===== src/sv/crr_pkg.sv =====
// Shared types and constants for the cache way replacement rank keeper.
// Depends on nothing; every other file takes what it needs by scoped names.
package crr_pkg;

    localparam int RANK_W = 3;
    localparam logic [RANK_W-1:0] RANK_MAX = 3'd7;
    localparam logic [RANK_W-1:0] RANK_NEWEST = 3'd1;

    localparam int LFSR_W = 16;
    localparam logic [LFSR_W-1:0] LFSR_SEED = 16'hACE1;

    // Command codes carried on the command port.
    localparam logic [1:0] CMD_UPDATE = 2'd0;
    localparam logic [1:0] CMD_QUERY = 2'd1;
    localparam logic [1:0] CMD_CLEAR = 2'd2;

    // Replacement policy codes held in the policy register.
    localparam logic [1:0] POL_RANDOM = 2'd0;
    localparam logic [1:0] POL_FIFO = 2'd1;
    localparam logic [1:0] POL_LRU = 2'd2;

    // Commands from the controller to the datapath.
    typedef struct packed {
        logic accept;
        logic execute;
        logic sweep;
    } ctrl_cmd_t;

    // Status from the datapath back to the controller.
    typedef struct packed {
        logic sweep_last;
    } dp_status_t;

endpackage


===== src/sv/crr_cfg.sv =====
// Configuration register file behind an APB-style port.
// Depends on crr_pkg for the policy codes.
module crr_cfg (
    input  logic        clk,
    input  logic        rst_n,
    input  logic        psel,
    input  logic        penable,
    input  logic        pwrite,
    input  logic [2:0]  paddr,
    input  logic [31:0] pwdata,
    output logic [31:0] prdata,
    output logic        pready,
    output logic [1:0]  policy_select,
    output logic [2:0]  ways_in_use
);

    localparam logic REG_POLICY = 1'b0;
    localparam logic REG_WAYS = 1'b1;
    localparam logic [2:0] WAYS_RESET = 3'd4;

    logic [1:0] policy_select_reg;
    logic [2:0] ways_in_use_reg;
    logic       write_en;

    assign pready = 1'b1;
    assign write_en = psel && penable && pwrite;

    always_ff @(posedge clk or negedge rst_n)
    begin
        if (!rst_n)
        begin
            policy_select_reg <= crr_pkg::POL_LRU;
            ways_in_use_reg <= WAYS_RESET;
        end
        else if (write_en)
        begin
            unique case (paddr[2])
                REG_POLICY: policy_select_reg <= pwdata[1:0];
                REG_WAYS:   ways_in_use_reg <= pwdata[2:0];
                default:    ;
            endcase
        end
    end

    always_comb
    begin
        unique case (paddr[2])
            REG_POLICY: prdata = {30'b0, policy_select_reg};
            REG_WAYS:   prdata = {29'b0, ways_in_use_reg};
            default:    prdata = '0;
        endcase
    end

    assign policy_select = policy_select_reg;
    assign ways_in_use = ways_in_use_reg;

endmodule


===== src/sv/crr_ctrl.sv =====
// Controller state machine: accepts commands, sequences execution and clearing sweeps.
// Depends on crr_pkg for command codes and the command and status structs.
module crr_ctrl (
    input  logic                   clk,
    input  logic                   rst_n,
    input  logic                   start,
    input  logic [1:0]             command,
    input  crr_pkg::dp_status_t    status,
    output crr_pkg::ctrl_cmd_t     ctrl,
    output logic                   busy
);

    localparam logic [1:0] S_IDLE = 2'd0;
    localparam logic [1:0] S_EXEC = 2'd1;
    localparam logic [1:0] S_CLEAR = 2'd2;

    logic [1:0] state_reg;
    logic [1:0] state_next;

    assign busy = (state_reg != S_IDLE);
    assign ctrl.accept = start && (state_reg == S_IDLE);
    assign ctrl.execute = (state_reg == S_EXEC);
    assign ctrl.sweep = (state_reg == S_CLEAR);

    always_comb
    begin
        state_next = state_reg;
        unique case (state_reg)
            S_IDLE:
            begin
                if (start)
                begin
                    state_next = (command == crr_pkg::CMD_CLEAR) ? S_CLEAR : S_EXEC;
                end
            end
            S_EXEC:
            begin
                state_next = S_IDLE;
            end
            S_CLEAR:
            begin
                if (status.sweep_last)
                begin
                    state_next = S_IDLE;
                end
            end
            default:
            begin
                state_next = S_IDLE;
            end
        endcase
    end

    // Reset starts a sweep so that both rank stores read as zero afterwards.
    always_ff @(posedge clk or negedge rst_n)
    begin
        if (!rst_n)
        begin
            state_reg <= S_CLEAR;
        end
        else
        begin
            state_reg <= state_next;
        end
    end

`ifndef SYNTHESIS
    a_cmd_exclusive: assert property (@(posedge clk) disable iff (!rst_n)
        $onehot0({ctrl.accept, ctrl.execute, ctrl.sweep}))
        else $error("controller issued more than one command at once");

    a_accept_busy: assert property (@(posedge clk) disable iff (!rst_n)
        ctrl.accept |=> busy)
        else $error("busy not raised after a transfer was accepted");

    a_exec_single: assert property (@(posedge clk) disable iff (!rst_n)
        (state_reg == S_EXEC) |=> (state_reg != S_EXEC))
        else $error("execution lasted more than one cycle");

    a_sweep_holds: assert property (@(posedge clk) disable iff (!rst_n)
        (ctrl.sweep && !status.sweep_last) |=> ctrl.sweep)
        else $error("clearing sweep ended before the last row");
`endif

endmodule


===== src/sv/crr_datapath.sv =====
// Datapath: rank row memories, row ageing, victim search, LFSR and result registers.
// Depends on crr_pkg for codes, rank constants and the command and status structs.
module crr_datapath #(
    parameter int WAYS = 4,
    parameter int SETS = 64
) (
    input  logic                   clk,
    input  logic                   rst_n,
    input  crr_pkg::ctrl_cmd_t     ctrl,
    output crr_pkg::dp_status_t    status,
    input  logic [1:0]             command,
    input  logic [5:0]             set_index,
    input  logic [1:0]             way_index,
    input  logic                   access_hit,
    input  logic [1:0]             policy_select,
    input  logic [2:0]             ways_in_use,
    output logic                   result_strobe,
    output logic [1:0]             victim_way,
    output logic                   victim_found
);

    localparam int ADDR_W = (SETS > 1) ? $clog2(SETS) : 1;
    localparam int RW = crr_pkg::RANK_W;
    localparam int ROW_W = WAYS * RW;

    typedef logic [RW-1:0] rank_t;

    // Residue helpers: fold digits whose radix is congruent to one, then trim.
    function automatic logic [2:0] mod3_16(input logic [15:0] x);
        logic [4:0] s;
        logic [2:0] t;
        s = 5'(x[1:0]) + 5'(x[3:2]) + 5'(x[5:4]) + 5'(x[7:6])
          + 5'(x[9:8]) + 5'(x[11:10]) + 5'(x[13:12]) + 5'(x[15:14]);
        t = 3'(s[1:0]) + 3'(s[3:2]) + 3'(s[4]);
        if (t >= 3'd6)
        begin
            t = t - 3'd6;
        end
        if (t >= 3'd3)
        begin
            t = t - 3'd3;
        end
        return t;
    endfunction

    function automatic logic [2:0] mod5_16(input logic [15:0] x);
        logic [5:0] s;
        logic [4:0] t;
        s = 6'(x[3:0]) + 6'(x[7:4]) + 6'(x[11:8]) + 6'(x[15:12]);
        t = 5'(s[3:0]) + 5'(s[5:4]);
        if (t >= 5'd10)
        begin
            t = t - 5'd10;
        end
        if (t >= 5'd5)
        begin
            t = t - 5'd5;
        end
        return t[2:0];
    endfunction

    function automatic logic [2:0] mod7_16(input logic [15:0] x);
        logic [5:0] s;
        logic [3:0] t;
        s = 6'(x[2:0]) + 6'(x[5:3]) + 6'(x[8:6]) + 6'(x[11:9])
          + 6'(x[14:12]) + 6'(x[15]);
        t = 4'(s[2:0]) + 4'(s[5:3]);
        if (t >= 4'd7)
        begin
            t = t - 4'd7;
        end
        return t[2:0];
    endfunction

    function automatic rank_t age_rank(input rank_t v, input rank_t cur,
                                       input logic active, input logic touched);
        rank_t r;
        r = v;
        if (touched)
        begin
            r = crr_pkg::RANK_NEWEST;
        end
        else if (active && (v != '0) && ((v < cur) || (cur == '0))
                 && (v != crr_pkg::RANK_MAX))
        begin
            r = v + rank_t'(1);
        end
        return r;
    endfunction

    logic [ROW_W-1:0] acc_mem [SETS];
    logic [ROW_W-1:0] plc_mem [SETS];

    logic [ADDR_W+5:0] set_ext;
    logic [ADDR_W-1:0] rd_addr;
    logic              set_ok;

    logic [1:0]        cmd_reg;
    logic [1:0]        way_reg;
    logic              hit_reg;
    logic              set_ok_reg;
    logic [ADDR_W-1:0] addr_reg;
    logic [ROW_W-1:0]  acc_row_reg;
    logic [ROW_W-1:0]  plc_row_reg;

    logic [ADDR_W-1:0] sweep_cnt_reg;
    logic [crr_pkg::LFSR_W-1:0] lfsr_reg;
    logic [crr_pkg::LFSR_W-1:0] lfsr_next;
    logic              lfsr_fb;

    logic              result_strobe_reg;
    logic [1:0]        victim_way_reg;
    logic              victim_found_reg;

    rank_t             acc_old [WAYS];
    rank_t             plc_old [WAYS];
    logic [WAYS-1:0]   active;
    logic [WAYS-1:0]   touched;
    rank_t             acc_cur;
    rank_t             plc_cur;
    logic [ROW_W-1:0]  acc_wdata;
    logic [ROW_W-1:0]  plc_aged;
    logic [ROW_W-1:0]  plc_wdata;
    logic              way_ok;
    logic              upd_en;
    logic              is_query;
    logic              lfsr_shift;

    logic [2:0]        n_act;
    logic [2:0]        rnd_res;
    logic [2:0]        r3;
    logic              acc_found;
    logic [1:0]        acc_way;
    logic              plc_found;
    logic [1:0]        plc_way;
    logic              q_found;
    logic [1:0]        q_way;

    assign set_ext = {{ADDR_W{1'b0}}, set_index};
    assign rd_addr = set_ext[ADDR_W-1:0];
    assign set_ok = (int'(set_index) < SETS);

    // Capture the item and read both rank rows of its set.
    always_ff @(posedge clk)
    begin
        if (ctrl.accept)
        begin
            cmd_reg <= command;
            way_reg <= way_index;
            hit_reg <= access_hit;
            set_ok_reg <= set_ok;
            addr_reg <= rd_addr;
            acc_row_reg <= acc_mem[rd_addr];
            plc_row_reg <= plc_mem[rd_addr];
        end
    end

    // Row ageing, one lane per way.
    always_comb
    begin
        acc_cur = '0;
        plc_cur = '0;
        for (int i = 0; i < WAYS; i++)
        begin
            acc_old[i] = acc_row_reg[i*RW +: RW];
            plc_old[i] = plc_row_reg[i*RW +: RW];
            active[i] = (int'(ways_in_use) > i);
            touched[i] = (int'(way_reg) == i);
            if (touched[i])
            begin
                acc_cur = acc_cur | acc_old[i];
                plc_cur = plc_cur | plc_old[i];
            end
        end
        for (int i = 0; i < WAYS; i++)
        begin
            acc_wdata[i*RW +: RW] = age_rank(acc_old[i], acc_cur, active[i], touched[i]);
            plc_aged[i*RW +: RW] = age_rank(plc_old[i], plc_cur, active[i], touched[i]);
        end
    end

    assign plc_wdata = hit_reg ? plc_row_reg : plc_aged;
    assign way_ok = (int'(way_reg) < WAYS);
    assign upd_en = ctrl.execute && (cmd_reg == crr_pkg::CMD_UPDATE) && set_ok_reg
                    && way_ok && (ways_in_use > 3'd1);
    assign is_query = ctrl.execute && (cmd_reg == crr_pkg::CMD_QUERY);

    always_ff @(posedge clk)
    begin
        if (ctrl.sweep)
        begin
            acc_mem[sweep_cnt_reg] <= '0;
            plc_mem[sweep_cnt_reg] <= '0;
        end
        else if (upd_en)
        begin
            acc_mem[addr_reg] <= acc_wdata;
            plc_mem[addr_reg] <= plc_wdata;
        end
    end

    assign status.sweep_last = (sweep_cnt_reg == ADDR_W'(SETS - 1));

    always_ff @(posedge clk or negedge rst_n)
    begin
        if (!rst_n)
        begin
            sweep_cnt_reg <= '0;
        end
        else if (ctrl.sweep)
        begin
            sweep_cnt_reg <= status.sweep_last ? '0 : sweep_cnt_reg + ADDR_W'(1);
        end
    end

    // Oldest-way search: the lowest active way whose rank equals ways_in_use.
    always_comb
    begin
        acc_found = 1'b0;
        acc_way = '0;
        plc_found = 1'b0;
        plc_way = '0;
        for (int i = WAYS - 1; i >= 0; i--)
        begin
            if (active[i] && (acc_old[i] == ways_in_use))
            begin
                acc_found = 1'b1;
                acc_way = 2'(i);
            end
            if (active[i] && (plc_old[i] == ways_in_use))
            begin
                plc_found = 1'b1;
                plc_way = 2'(i);
            end
        end
    end

    // Random victim: the LFSR value reduced modulo the active way count.
    assign n_act = (int'(ways_in_use) > WAYS) ? 3'(WAYS) : ways_in_use;
    assign r3 = mod3_16(lfsr_reg);

    always_comb
    begin
        unique case (n_act)
            3'd2:    rnd_res = {2'b0, lfsr_reg[0]};
            3'd3:    rnd_res = r3;
            3'd4:    rnd_res = {1'b0, lfsr_reg[1:0]};
            3'd5:    rnd_res = mod5_16(lfsr_reg);
            3'd6:    rnd_res = (r3[0] == lfsr_reg[0]) ? r3 : r3 + 3'd3;
            3'd7:    rnd_res = mod7_16(lfsr_reg);
            default: rnd_res = '0;
        endcase
    end

    always_comb
    begin
        q_found = 1'b0;
        q_way = '0;
        if (set_ok_reg)
        begin
            unique case (policy_select)
                crr_pkg::POL_RANDOM:
                begin
                    q_found = 1'b1;
                    q_way = rnd_res[1:0];
                end
                crr_pkg::POL_FIFO:
                begin
                    q_found = plc_found;
                    q_way = plc_way;
                end
                crr_pkg::POL_LRU:
                begin
                    q_found = acc_found;
                    q_way = acc_way;
                end
                default:
                begin
                    q_found = 1'b0;
                    q_way = '0;
                end
            endcase
        end
    end

    assign lfsr_shift = is_query && set_ok_reg && (policy_select == crr_pkg::POL_RANDOM);
    assign lfsr_fb = lfsr_reg[0] ^ lfsr_reg[2] ^ lfsr_reg[3] ^ lfsr_reg[5];
    assign lfsr_next = {lfsr_fb, lfsr_reg[crr_pkg::LFSR_W-1:1]};

    always_ff @(posedge clk or negedge rst_n)
    begin
        if (!rst_n)
        begin
            lfsr_reg <= crr_pkg::LFSR_SEED;
            result_strobe_reg <= 1'b0;
        end
        else
        begin
            if (lfsr_shift)
            begin
                lfsr_reg <= lfsr_next;
            end
            result_strobe_reg <= is_query;
        end
    end

    always_ff @(posedge clk)
    begin
        if (is_query)
        begin
            victim_way_reg <= q_way;
            victim_found_reg <= q_found;
        end
    end

    assign result_strobe = result_strobe_reg;
    assign victim_way = victim_way_reg;
    assign victim_found = victim_found_reg;

`ifndef SYNTHESIS
    a_strobe_source: assert property (@(posedge clk) disable iff (!rst_n)
        result_strobe_reg |-> $past(ctrl.execute))
        else $error("result strobed without an executed query");

    a_lfsr_nonzero: assert property (@(posedge clk) disable iff (!rst_n)
        lfsr_reg != '0)
        else $error("LFSR fell into the all-zero state");
`endif

endmodule


===== src/sv/cache_way_replacement_ranks.sv =====
// Top level of the cache way replacement rank keeper.
// Depends on crr_pkg, crr_cfg, crr_ctrl and crr_datapath.
// A query is registered when start is taken, and its result is registered in the execute state.
// Busy stays high while an update or query executes, so no new command is taken until it is done.
// A clear zeroes the rank memories one row per cycle.
// Reset starts the same clearing sweep, with busy high; results cannot be stalled.
module cache_way_replacement_ranks #(
    parameter int WAYS = 4,
    parameter int SETS = 64
) (
    input  logic        clk,
    input  logic        rst_n,
    input  logic        psel,
    input  logic        penable,
    input  logic        pwrite,
    input  logic [2:0]  paddr,
    input  logic [31:0] pwdata,
    output logic [31:0] prdata,
    output logic        pready,
    input  logic        start,
    output logic        busy,
    input  logic [1:0]  command,
    input  logic [5:0]  set_index,
    input  logic [1:0]  way_index,
    input  logic        access_hit,
    output logic        result_strobe,
    output logic [1:0]  victim_way,
    output logic        victim_found
);

    // The block keeps two rank stores, each a memory of one row per set with
    // one rank per way. Access ranks follow every update and drive LRU; placement
    // ranks follow only misses and drive FIFO. Rank 0 marks an empty way and
    // rank 1 the newest.

    crr_pkg::ctrl_cmd_t  ctrl;
    crr_pkg::dp_status_t status;
    logic [1:0]          policy_select;
    logic [2:0]          ways_in_use;

    // Configuration registers are written by an APB transfer; they are only
    // expected to change while the block is idle.
    crr_cfg u_cfg (
        .clk           (clk),
        .rst_n         (rst_n),
        .psel          (psel),
        .penable       (penable),
        .pwrite        (pwrite),
        .paddr         (paddr),
        .pwdata        (pwdata),
        .prdata        (prdata),
        .pready        (pready),
        .policy_select (policy_select),
        .ways_in_use   (ways_in_use)
    );

    // The controller takes a transfer when start is high and busy is low. An
    // update or query then executes in the execute state; a clear runs the
    // row-by-row sweep.
    crr_ctrl u_ctrl (
        .clk     (clk),
        .rst_n   (rst_n),
        .start   (start),
        .command (command),
        .status  (status),
        .ctrl    (ctrl),
        .busy    (busy)
    );

    // The datapath reads both rows of the addressed set on acceptance, then in
    // the execute cycle either writes the aged rows back or registers the victim.
    crr_datapath #(
        .WAYS (WAYS),
        .SETS (SETS)
    ) u_datapath (
        .clk           (clk),
        .rst_n         (rst_n),
        .ctrl          (ctrl),
        .status        (status),
        .command       (command),
        .set_index     (set_index),
        .way_index     (way_index),
        .access_hit    (access_hit),
        .policy_select (policy_select),
        .ways_in_use   (ways_in_use),
        .result_strobe (result_strobe),
        .victim_way    (victim_way),
        .victim_found  (victim_found)
    );

endmodule


===== config.mk =====
export PLATFORM = sky130hd
export DESIGN_NAME = cache_way_replacement_ranks
export DESIGN_NICKNAME = d
export VERILOG_FILES = /design/src/sv/crr_pkg.sv /design/src/sv/crr_cfg.sv /design/src/sv/crr_ctrl.sv /design/src/sv/crr_datapath.sv /design/src/sv/cache_way_replacement_ranks.sv
export SDC_FILE = /design/constraint.sdc
export NUM_CORES = 1
export LEC_CHECK = 0
export ABC_CLOCK_PERIOD_IN_PS = 5900
export BUFFER_PORTS_ARGS = -buffer_cell sky130_fd_sc_hd__clkbuf_2
export CELL_PAD_IN_SITES_DETAIL_PLACEMENT = 0
export CELL_PAD_IN_SITES_GLOBAL_PLACEMENT = 1
export CORE_MARGIN = 1
export CORE_UTILIZATION = 56
export CTS_BUF_LIST = sky130_fd_sc_hd__clkbuf_16
export DETAILED_ROUTE_END_ITERATION = 10
export PLACE_DENSITY_LB_ADDON = 0.1
export SYNTH_ARGS = -nofsm -noshare
export SYNTH_HDL_FRONTEND = slang
export SYNTH_SLANG_ARGS = --single-unit

===== constraint.sdc =====
create_clock -name clk -period 5.9 [get_ports clk]
set_input_delay 1.18 -clock clk [delete_from_list [all_inputs] [get_ports clk]]
set_output_delay 1.18 -clock clk [all_outputs]
set_load 0.02 [all_outputs]

==> reports/qor.csv, run 1 <==
stage,metric,value,unit
outcome,outcome,completed,
logic_synthesis,proportion_of_synthesized_chip_area_in_sequential_cells,75.3,%
global_routing,grt_max_degree,114,
timing,max_freq,178,MHz
logic_synthesis,netlist_instances,3084,
global_routing,grt_use_total,28.0,%
setup_path,data_arrival_time_of_the_critical_path,6.23,ns
run,cap_viol_max_count,0,
routing,detail_route.wirelength,158,mm
timing,report.final.hold_viol_count,0,
cts,tritoncts_num_sinks,1604,
die,rows,123,
setup_path,worst_r2r_endpoint,u_datapath.victim_way[1]$_DFFE_PP_,
placement,place.gp.congestion,0.853,
routing,drt-initial-drc-count,3692,
power,total_leakage_power,21.9,nW
global_routing,antenna_found_initial,6,
global_routing,grt_pass1_wl,227,mm
power,max-vdd-ir-drop,0.000267,V
setup_path,crit_path_cell_trace,ha_1 -> inv_1 -> fa_1 -> fa_1 -> fa_1 -> inv_1 -> fa_1 -> ha_1 -> fa_1 -> inv_1 -> fa_1 -> fa_1 -> nor2_1 -> ha_1 -> or3_1 -> a21oi_1 -> a211oi_2 -> o31ai_1,
cells_and_area,flow.area_growth_from_synthesis,12.1,%
logic_synthesis,synth_enable_flop_cells,1574,
worst_hold_path,hold-path-endpoint,u_datapath.lfsr_reg[8]$_DFFE_PN0P_,
die,die-width,339,µm
logic_synthesis,synth_warnings,0,
routing,wire_length_per_cell,32.4,µm
die,ios,90,
logic_synthesis,synth_top_family_by_area,multiplexers,
timing,setup_viol,0,
timing,worst-slew-pin-transition,1.35,ns
cts,worst_skew_pair.late_latency,0.78,ns
timing,finClkSkew,0.0303,ns
routing,route.detailed.drc,0,
cts,cts.clk_slew.worst_paths,0.06,ns
logic_synthesis,fraction_of_the_mapped_netlist_area_in_simple_logic_gates,2.84,%
routing,firstDrtPassIters,5,
routing,route.detailed.vias_per_inst,6.47,
power,power,0.0248,W
logic_synthesis,postSynthAreaPerCell,20.7,µm²
die,core-area,113000,µm²
cts,cts-buffers-inserted,159,
logic_synthesis,postSynth.asyncResetShare,1.87,%
cells_and_area,fillCellCount,7722,
logic_synthesis,post-synth-top-area-cell,sky130_fd_sc_hd__edfxtp_1,
setup_path,critical_path.slowest_cell,sky130_fd_sc_hd__fa_1,
worst_hold_path,whs_path_depth,2,
die,dieArea,115000,µm²
global_routing,vias_in_the_first_global_route,32099,
logic_synthesis,ys_top_cells_by_area,"sky130_fd_sc_hd__edfxtp_1 74%, sky130_fd_sc_hd__mux4_2 14%, sky130_fd_sc_hd__nor2_1 0.94%",
setup_path,rr_startpoint,u_datapath.lfsr_reg[0]$_DFFE_PN1P_,
routing,postRouteAntennaNets,0,
setup_path,worst_setup_path_end_kind,register,
cts,tritoncts,yes,
logic_synthesis,post-synth-top-count-cell,sky130_fd_sc_hd__edfxtp_1,
cts,post_cts_resized,0,
setup_path,crit_type,reg -> reg,
cts,clock-root-buffer,sky130_fd_sc_hd__clkbuf_16,
placement,port_buffers,28,
setup_path,path_common_cell,sky130_fd_sc_hd__fa_1,
setup_path,worstRegToRegCells,18,
setup_path,startpoint_type,register,
power,power_per_cell_area,347,nW/µm²
worst_hold_path,min_delay_src,u_datapath.lfsr_reg[8]$_DFFE_PN0P_,
cts,cts-root-to-sink-buffers,3,
worst_hold_path,holdCritPathClass,reg -> reg,
logic_synthesis,post_synth_most_frequent_cells,"1574 x sky130_fd_sc_hd__edfxtp_1, 391 x sky130_fd_sc_hd__mux4_2, 160 x sky130_fd_sc_hd__nor2_1, 86 x sky130_fd_sc_hd__nand2_1, 67 x sky130_fd_sc_hd__clkbuf_1",
placement,detailed_place_hpwl,92.0,mm
logic_synthesis,synth_fa_ha_area_share,1.33,%
timing,slew_headroom,9.99,%
cts,postCtsSetupBuffers,0,
setup_path,reg2reg_setup_slack,0.28,ns
logic_synthesis,synth.cell_area,63800,µm²
routing,via_count,31620,
logic_synthesis,yosys.area.top_type_share,74.1,%
timing,timing_max_transition_violations_final,0,
die,floorplan.die.height,339,µm
setup_path,slowest_delay,0.58,ns
setup_path,worstPathMaxFanout,3,
timing,timing.final.crit_share,95.3,%
setup_path,critical_path_data_required_time,6.50,ns
timing,timing.hold.ws,0.485,ns
logic_synthesis,multiplexer_share_of_the_synthesized_area,14.9,%
global_routing,globalRoute.totalOverflow,0,
cells_and_area,stdcell_area,71500,µm²
logic_synthesis,synthFlopType,sky130_fd_sc_hd__edfxtp_1,
die,initial_utilization,56.6,%
cells_and_area,layout-drive-gt1-share,27.3,%
logic_synthesis,synth_xor_xnor_area_share,0.385,%
cells_and_area,nNetsFinal,3365,
logic_synthesis,synth_compound_gate_area_share,3.27,%
cts,cts_hold_buf,0,
timing,post-route-min-period,5.62,ns
logic_synthesis,postSynthRegisterBits,1604,
placement,placedInstanceArea,66500,µm²
logic_synthesis,synth_cell_type_count,70,
cts,cts_htree_levels,4,
==> cell usage in the layout (no fill, tap or decap), types with 19 or more instances in the layout <==
master | Yosys | layout
sky130_fd_sc_hd__nor2_2 | 0 | 55
sky130_fd_sc_hd__a21oi_1 | 41 | 36
sky130_fd_sc_hd__nor2_1 | 160 | 87
sky130_fd_sc_hd__inv_1 | 57 | 91
sky130_fd_sc_hd__clkbuf_16 | 0 | 161
sky130_fd_sc_hd__clkbuf_2 | 0 | 25
sky130_fd_sc_hd__mux2_2 | 28 | 28
sky130_fd_sc_hd__a22oi_1 | 21 | 21
sky130_fd_sc_hd__nand2_1 | 86 | 86
sky130_fd_sc_hd__buf_4 | 50 | 131
sky130_fd_sc_hd__edfxtp_1 | 1574 | 1574
sky130_fd_sc_hd__mux4_2 | 391 | 391
sky130_fd_sc_hd__o22ai_1 | 52 | 52
sky130_fd_sc_hd__xnor2_1 | 20 | 20
sky130_fd_sc_hd__o21ai_0 | 33 | 32
sky130_fd_sc_hd__clkinv_1 | 0 | 34
sky130_fd_sc_hd__mux2i_1 | 34 | 34
sky130_fd_sc_hd__nor3_1 | 33 | 32
sky130_fd_sc_hd__dfrtp_1 | 19 | 19
sky130_fd_sc_hd__ha_1 | 47 | 47
sky130_fd_sc_hd__a211oi_1 | 26 | 24
sky130_fd_sc_hd__clkinv_2 | 0 | 29
sky130_fd_sc_hd__conb_1 | 2 | 30
sky130_fd_sc_hd__o21ai_1 | 28 | 24
==> where the power goes <==
group | total, W | leakage (nW) | switching [W] | internal, W
combinational | 0.00211 | 5.58 | 0.00139 | 0.000721
clock | 0.00967 | 2.59 | 0.00422 | 0.00545
sequential | 0.0130 | 13.8 | 0.000203 | 0.0128
==> metrics by stage <==
step / TNS [ns] / utilization, % / worst slack (ns) / std cells
floorplan: 0 / - / 0.472 / 3112
global placement: 0 / 59.0 / 0.208 / 4592
detailed placement: 0 / 59.0 / 0.268 / 4592
CTS: 0 / 63.4 / 0.249 / 4884
global route: -0.00382 / 63.4 / -0.00382 / 4884
finish: 0 / 63.4 / 0.277 / 4885
==> area by class of cell <==
cell class | instances | area [µm²] | share of cell area, %
antenna | 1 | 2.50 | 0.00350
clock buffer | 161 | 4030 | 5.64
clock inverter | 131 | 961 | 1.34
inverter | 58 | 218 | 0.305
multi-input combinational | 1264 | 15100 | 21.1
sequential | 1604 | 48000 | 67.2
tap | 1500 | 1880 | 2.63
timing repair buffer | 166 | 1290 | 1.81
==> worst max-delay path by stage <==
| stage | endpoint | start | slack (ns) |
|---|---|---|---|
| after floorplan | u_datapath.plc_mem[0][4]$_DFFE_PP_ | u_datapath.way_reg[0]$_DFFE_PP_ | 0.47 |
| after global placement | u_datapath.victim_way[1]$_DFFE_PP_ | u_datapath.lfsr_reg[0]$_DFFE_PN1P_ | 0.21 |
| after detailed placement | u_datapath.victim_way[1]$_DFFE_PP_ | u_datapath.lfsr_reg[0]$_DFFE_PN1P_ | 0.27 |
| after CTS | u_datapath.victim_way[1]$_DFFE_PP_ | u_datapath.lfsr_reg[0]$_DFFE_PN1P_ | 0.25 |
| after global routing | u_datapath.victim_way[1]$_DFFE_PP_ | u_datapath.lfsr_reg[0]$_DFFE_PN1P_ | -0.004 |
| final | u_datapath.victim_way[1]$_DFFE_PP_ | u_datapath.lfsr_reg[0]$_DFFE_PN1P_ | 0.28 |
==> per-layer routing <==
layer	global-route usage [%]	routed length (µm)
met3	6.84	15000
met1	38.3	61400
met5	0	27
met4	11.2	6140
met2	44.0	75800
==> worst max-delay path, delay by kind of cell (launching register included) <==
kind,cells,cell delay (ns)
AND/OR/NAND/NOR,2,0.36
buffers and inverters,3,0.15
flip-flops,1,0.54
AO/OA/AOI/OAI,3,0.47
adder cells (fa/ha/maj),10,3.93
==> cells by family (layout without fill, tap and decap cells) <==
| kind of cell | after synthesis | in the layout |
|---|---|---|
| muxes | 454 | 454 |
| buffers and inverters | 244 | 516 |
| AOI/OAI and AO/OA | 300 | 300 |
| adders and majority gates | 60 | 60 |
| and+or+nand+nor | 392 | 392 |
| DFF | 1604 | 1604 |
| other | 2 | 31 |
| xor gates and xnor gates | 28 | 28 |
(Power assumes the default switching activity.)
==> inputs of run 2 (changes only) <==
- PLACE_DENSITY: unset -> 0.82
- PLACE_DENSITY_LB_ADDON: 0.1 -> unset
==> reports/qor.csv, run 2 (synthesis results as in run 1) <==
stage,metric,value,unit
global_routing,gr-usage-met1,37.9,%
global_routing,groute.layer.met2.usage,44.2,%
cells_and_area,regArea,48000,µm²
power,power,0.0247,W
setup_path,worst_setup_path_end_kind,register,
outcome,outcome,completed,
power,max-vdd-ir-drop,0.000292,V
setup_path,startpoint_type,register,
worst_hold_path,min_delay_src,u_datapath.lfsr_reg[11]$_DFFE_PN1P_,
placement,placedInstanceArea,66400,µm²
routing,detail_route.wirelength,157,mm
placement,port_buffers,28,
routing,wire_length_per_cell,32.2,µm
setup_path,crit_type,reg -> reg,
timing,worst-slew-pin-transition,1.28,ns
timing,final.setup.tns,0,ns
timing,max_freq,177,MHz
cells_and_area,fillCellCount,7380,
die,floorplan.die.height,339,µm
cells_and_area,multi_input_comb_area,15000,µm²
die,dieArea,115000,µm²
die,die-width,339,µm
cts,tritoncts,yes,
timing,slew_headroom,14.5,%
die,initial_utilization,56.6,%
routing,firstDrtPassIters,6,
setup_path,worstPathMaxFanout,3,
die,core-area,113000,µm²
cts,cts-root-to-sink-buffers,3,
cells_and_area,flow.area_growth_from_synthesis,11.9,%
cts,cts-buffers-inserted,156,
global_routing,grt_util_met3,6.21,%
cells_and_area,stdcell_area,71300,µm²
timing,report.final.hold_viol_count,0,
power,power_per_cell_area,346,nW/µm²
cells_and_area,layout-drive-gt1-share,27.0,%
power,total_leakage_power,21.8,nW
cells_and_area,layout_common_cells,"1574 x sky130_fd_sc_hd__edfxtp_1, 391 x sky130_fd_sc_hd__mux4_2, 159 x sky130_fd_sc_hd__clkbuf_16",
timing,post-route-min-period,5.64,ns
routing,drt-initial-drc-count,4191,
timing,grt_setup_unrepaired,false,
cts,cts_htree_levels,4,
setup_path,data_arrival_time_of_the_critical_path,6.22,ns
setup_path,critical_path_data_required_time,6.48,ns
routing,route.detailed.vias_per_inst,6.69,
placement,place.gp.congestion,0.882,
cts,worst_skew_pair.late_latency,0.79,ns
timing,timing.hold.ws,0.479,ns
timing,setup_viol,0,
setup_path,critical_path.startpoint,u_datapath.lfsr_reg[0]$_DFFE_PN1P_,
timing,timing.final.crit_share,95.6,%
routing,postRouteAntennaNets,0,
global_routing,globalRoute.totalOverflow,0,
cells_and_area,nNetsFinal,3357,
placement,detailed_place_hpwl,90.8,mm
global_routing,antenna_found_initial,8,
worst_hold_path,holdCritPathClass,reg -> reg,
cts,cts.clk_slew.worst_paths,0.06,ns
die,ios,90,
global_routing,grt_use_total,27.7,%
run,cap_viol_max_count,0,
setup_path,rr_startpoint,u_datapath.lfsr_reg[0]$_DFFE_PN1P_,
timing,finClkSkew,0.0326,ns
global_routing,most_used_routing_layer,met2,
routing,via_count,32543,
timing,timing_max_transition_violations_final,0,
cts,tritoncts_num_sinks,1604,
global_routing,vias_in_the_first_global_route,32916,
global_routing,grt_max_degree,94,
die,rows,123,
global_routing,grt_pass1_wl,228,mm
cells_and_area,final_common_cell,sky130_fd_sc_hd__edfxtp_1,
cts,clock-root-buffer,sky130_fd_sc_hd__clkbuf_16,
routing,route.detailed.drc,0,
run 2: cell type report:
class	instances	share of cell area [%]
Clock inverter	120	1.25
Timing Repair Buffer	161	1.81
Tap cell	1500	2.63
Clock buffer	159	5.58
Multi-Input combinational cell	1264	21.1
Sequential cell	1604	67.3
Inverter	58	0.305
Antenna cell	2	0.00701
run 2: layer usage:
metal	share of wire (%)	routed length [µm]
met4	3.6	5580
met2	49	76500
met1	37	58700
met5	0.020	32
met3	10	16200
run 2: worst max-delay path, stage by stage, from the launching register on:
cell and delay, ns:
sky130_fd_sc_hd__dfstp_2 0.54, sky130_fd_sc_hd__ha_1 0.14, sky130_fd_sc_hd__inv_1 0.05, sky130_fd_sc_hd__fa_1 0.49, sky130_fd_sc_hd__fa_1 0.43, sky130_fd_sc_hd__fa_1 0.49, sky130_fd_sc_hd__inv_1 0.05, sky130_fd_sc_hd__fa_1 0.43
sky130_fd_sc_hd__ha_2 0.20, sky130_fd_sc_hd__fa_1 0.53, sky130_fd_sc_hd__inv_1 0.05, sky130_fd_sc_hd__fa_1 0.42, sky130_fd_sc_hd__fa_2 0.57, sky130_fd_sc_hd__nor2_1 0.05, sky130_fd_sc_hd__ha_1 0.21, sky130_fd_sc_hd__or3_1 0.32
sky130_fd_sc_hd__a21oi_1 0.15, sky130_fd_sc_hd__a211oi_1 0.07, sky130_fd_sc_hd__o31ai_1 0.27
run 2: where the power goes:
part / internal, W / switching [W]
Clock: 0.00530 / 0.00423
Combinational: 0.000721 / 0.00138
Sequential: 0.0128 / 0.000213
run 2: timing repair:
action | in CTS | in global routing
hold buffers | 0 | 0
setup endpoints to repair | 0 | 2
resized for setup | 0 | 3
endpoints found under the hold margin | 0 | 0
buffers inserted | 0 | 1
run 2: stage by stage:
stage,cells,setup WS [ns],utilization [%]
5_1_grt,4867,0.00438,63.3
2_1_floorplan,3112,0.472,-
3_5_place_dp,4585,0.188,59.0
4_1_cts,4864,0.167,63.3
3_3_place_gp,4585,0.153,59.0
6_report,4868,0.258,63.3
run 2: final timing paths:
kind,to,slack [ns],cells after the start
max in group asynchronous,u_datapath.lfsr_reg[3]$_DFFE_PN0P_,4.82,1
setup reg to reg,u_datapath.victim_way[1]$_DFFE_PP_,0.26,18
hold reg to reg,u_datapath.lfsr_reg[11]$_DFFE_PN1P_,0.48,2
hold / removal,u_datapath.lfsr_reg[11]$_DFFE_PN1P_,0.48,2
min in group asynchronous,u_datapath.sweep_cnt_reg[4]$_DFFE_PN0N_,0.52,1
setup / recovery,u_datapath.victim_way[1]$_DFFE_PP_,0.26,18
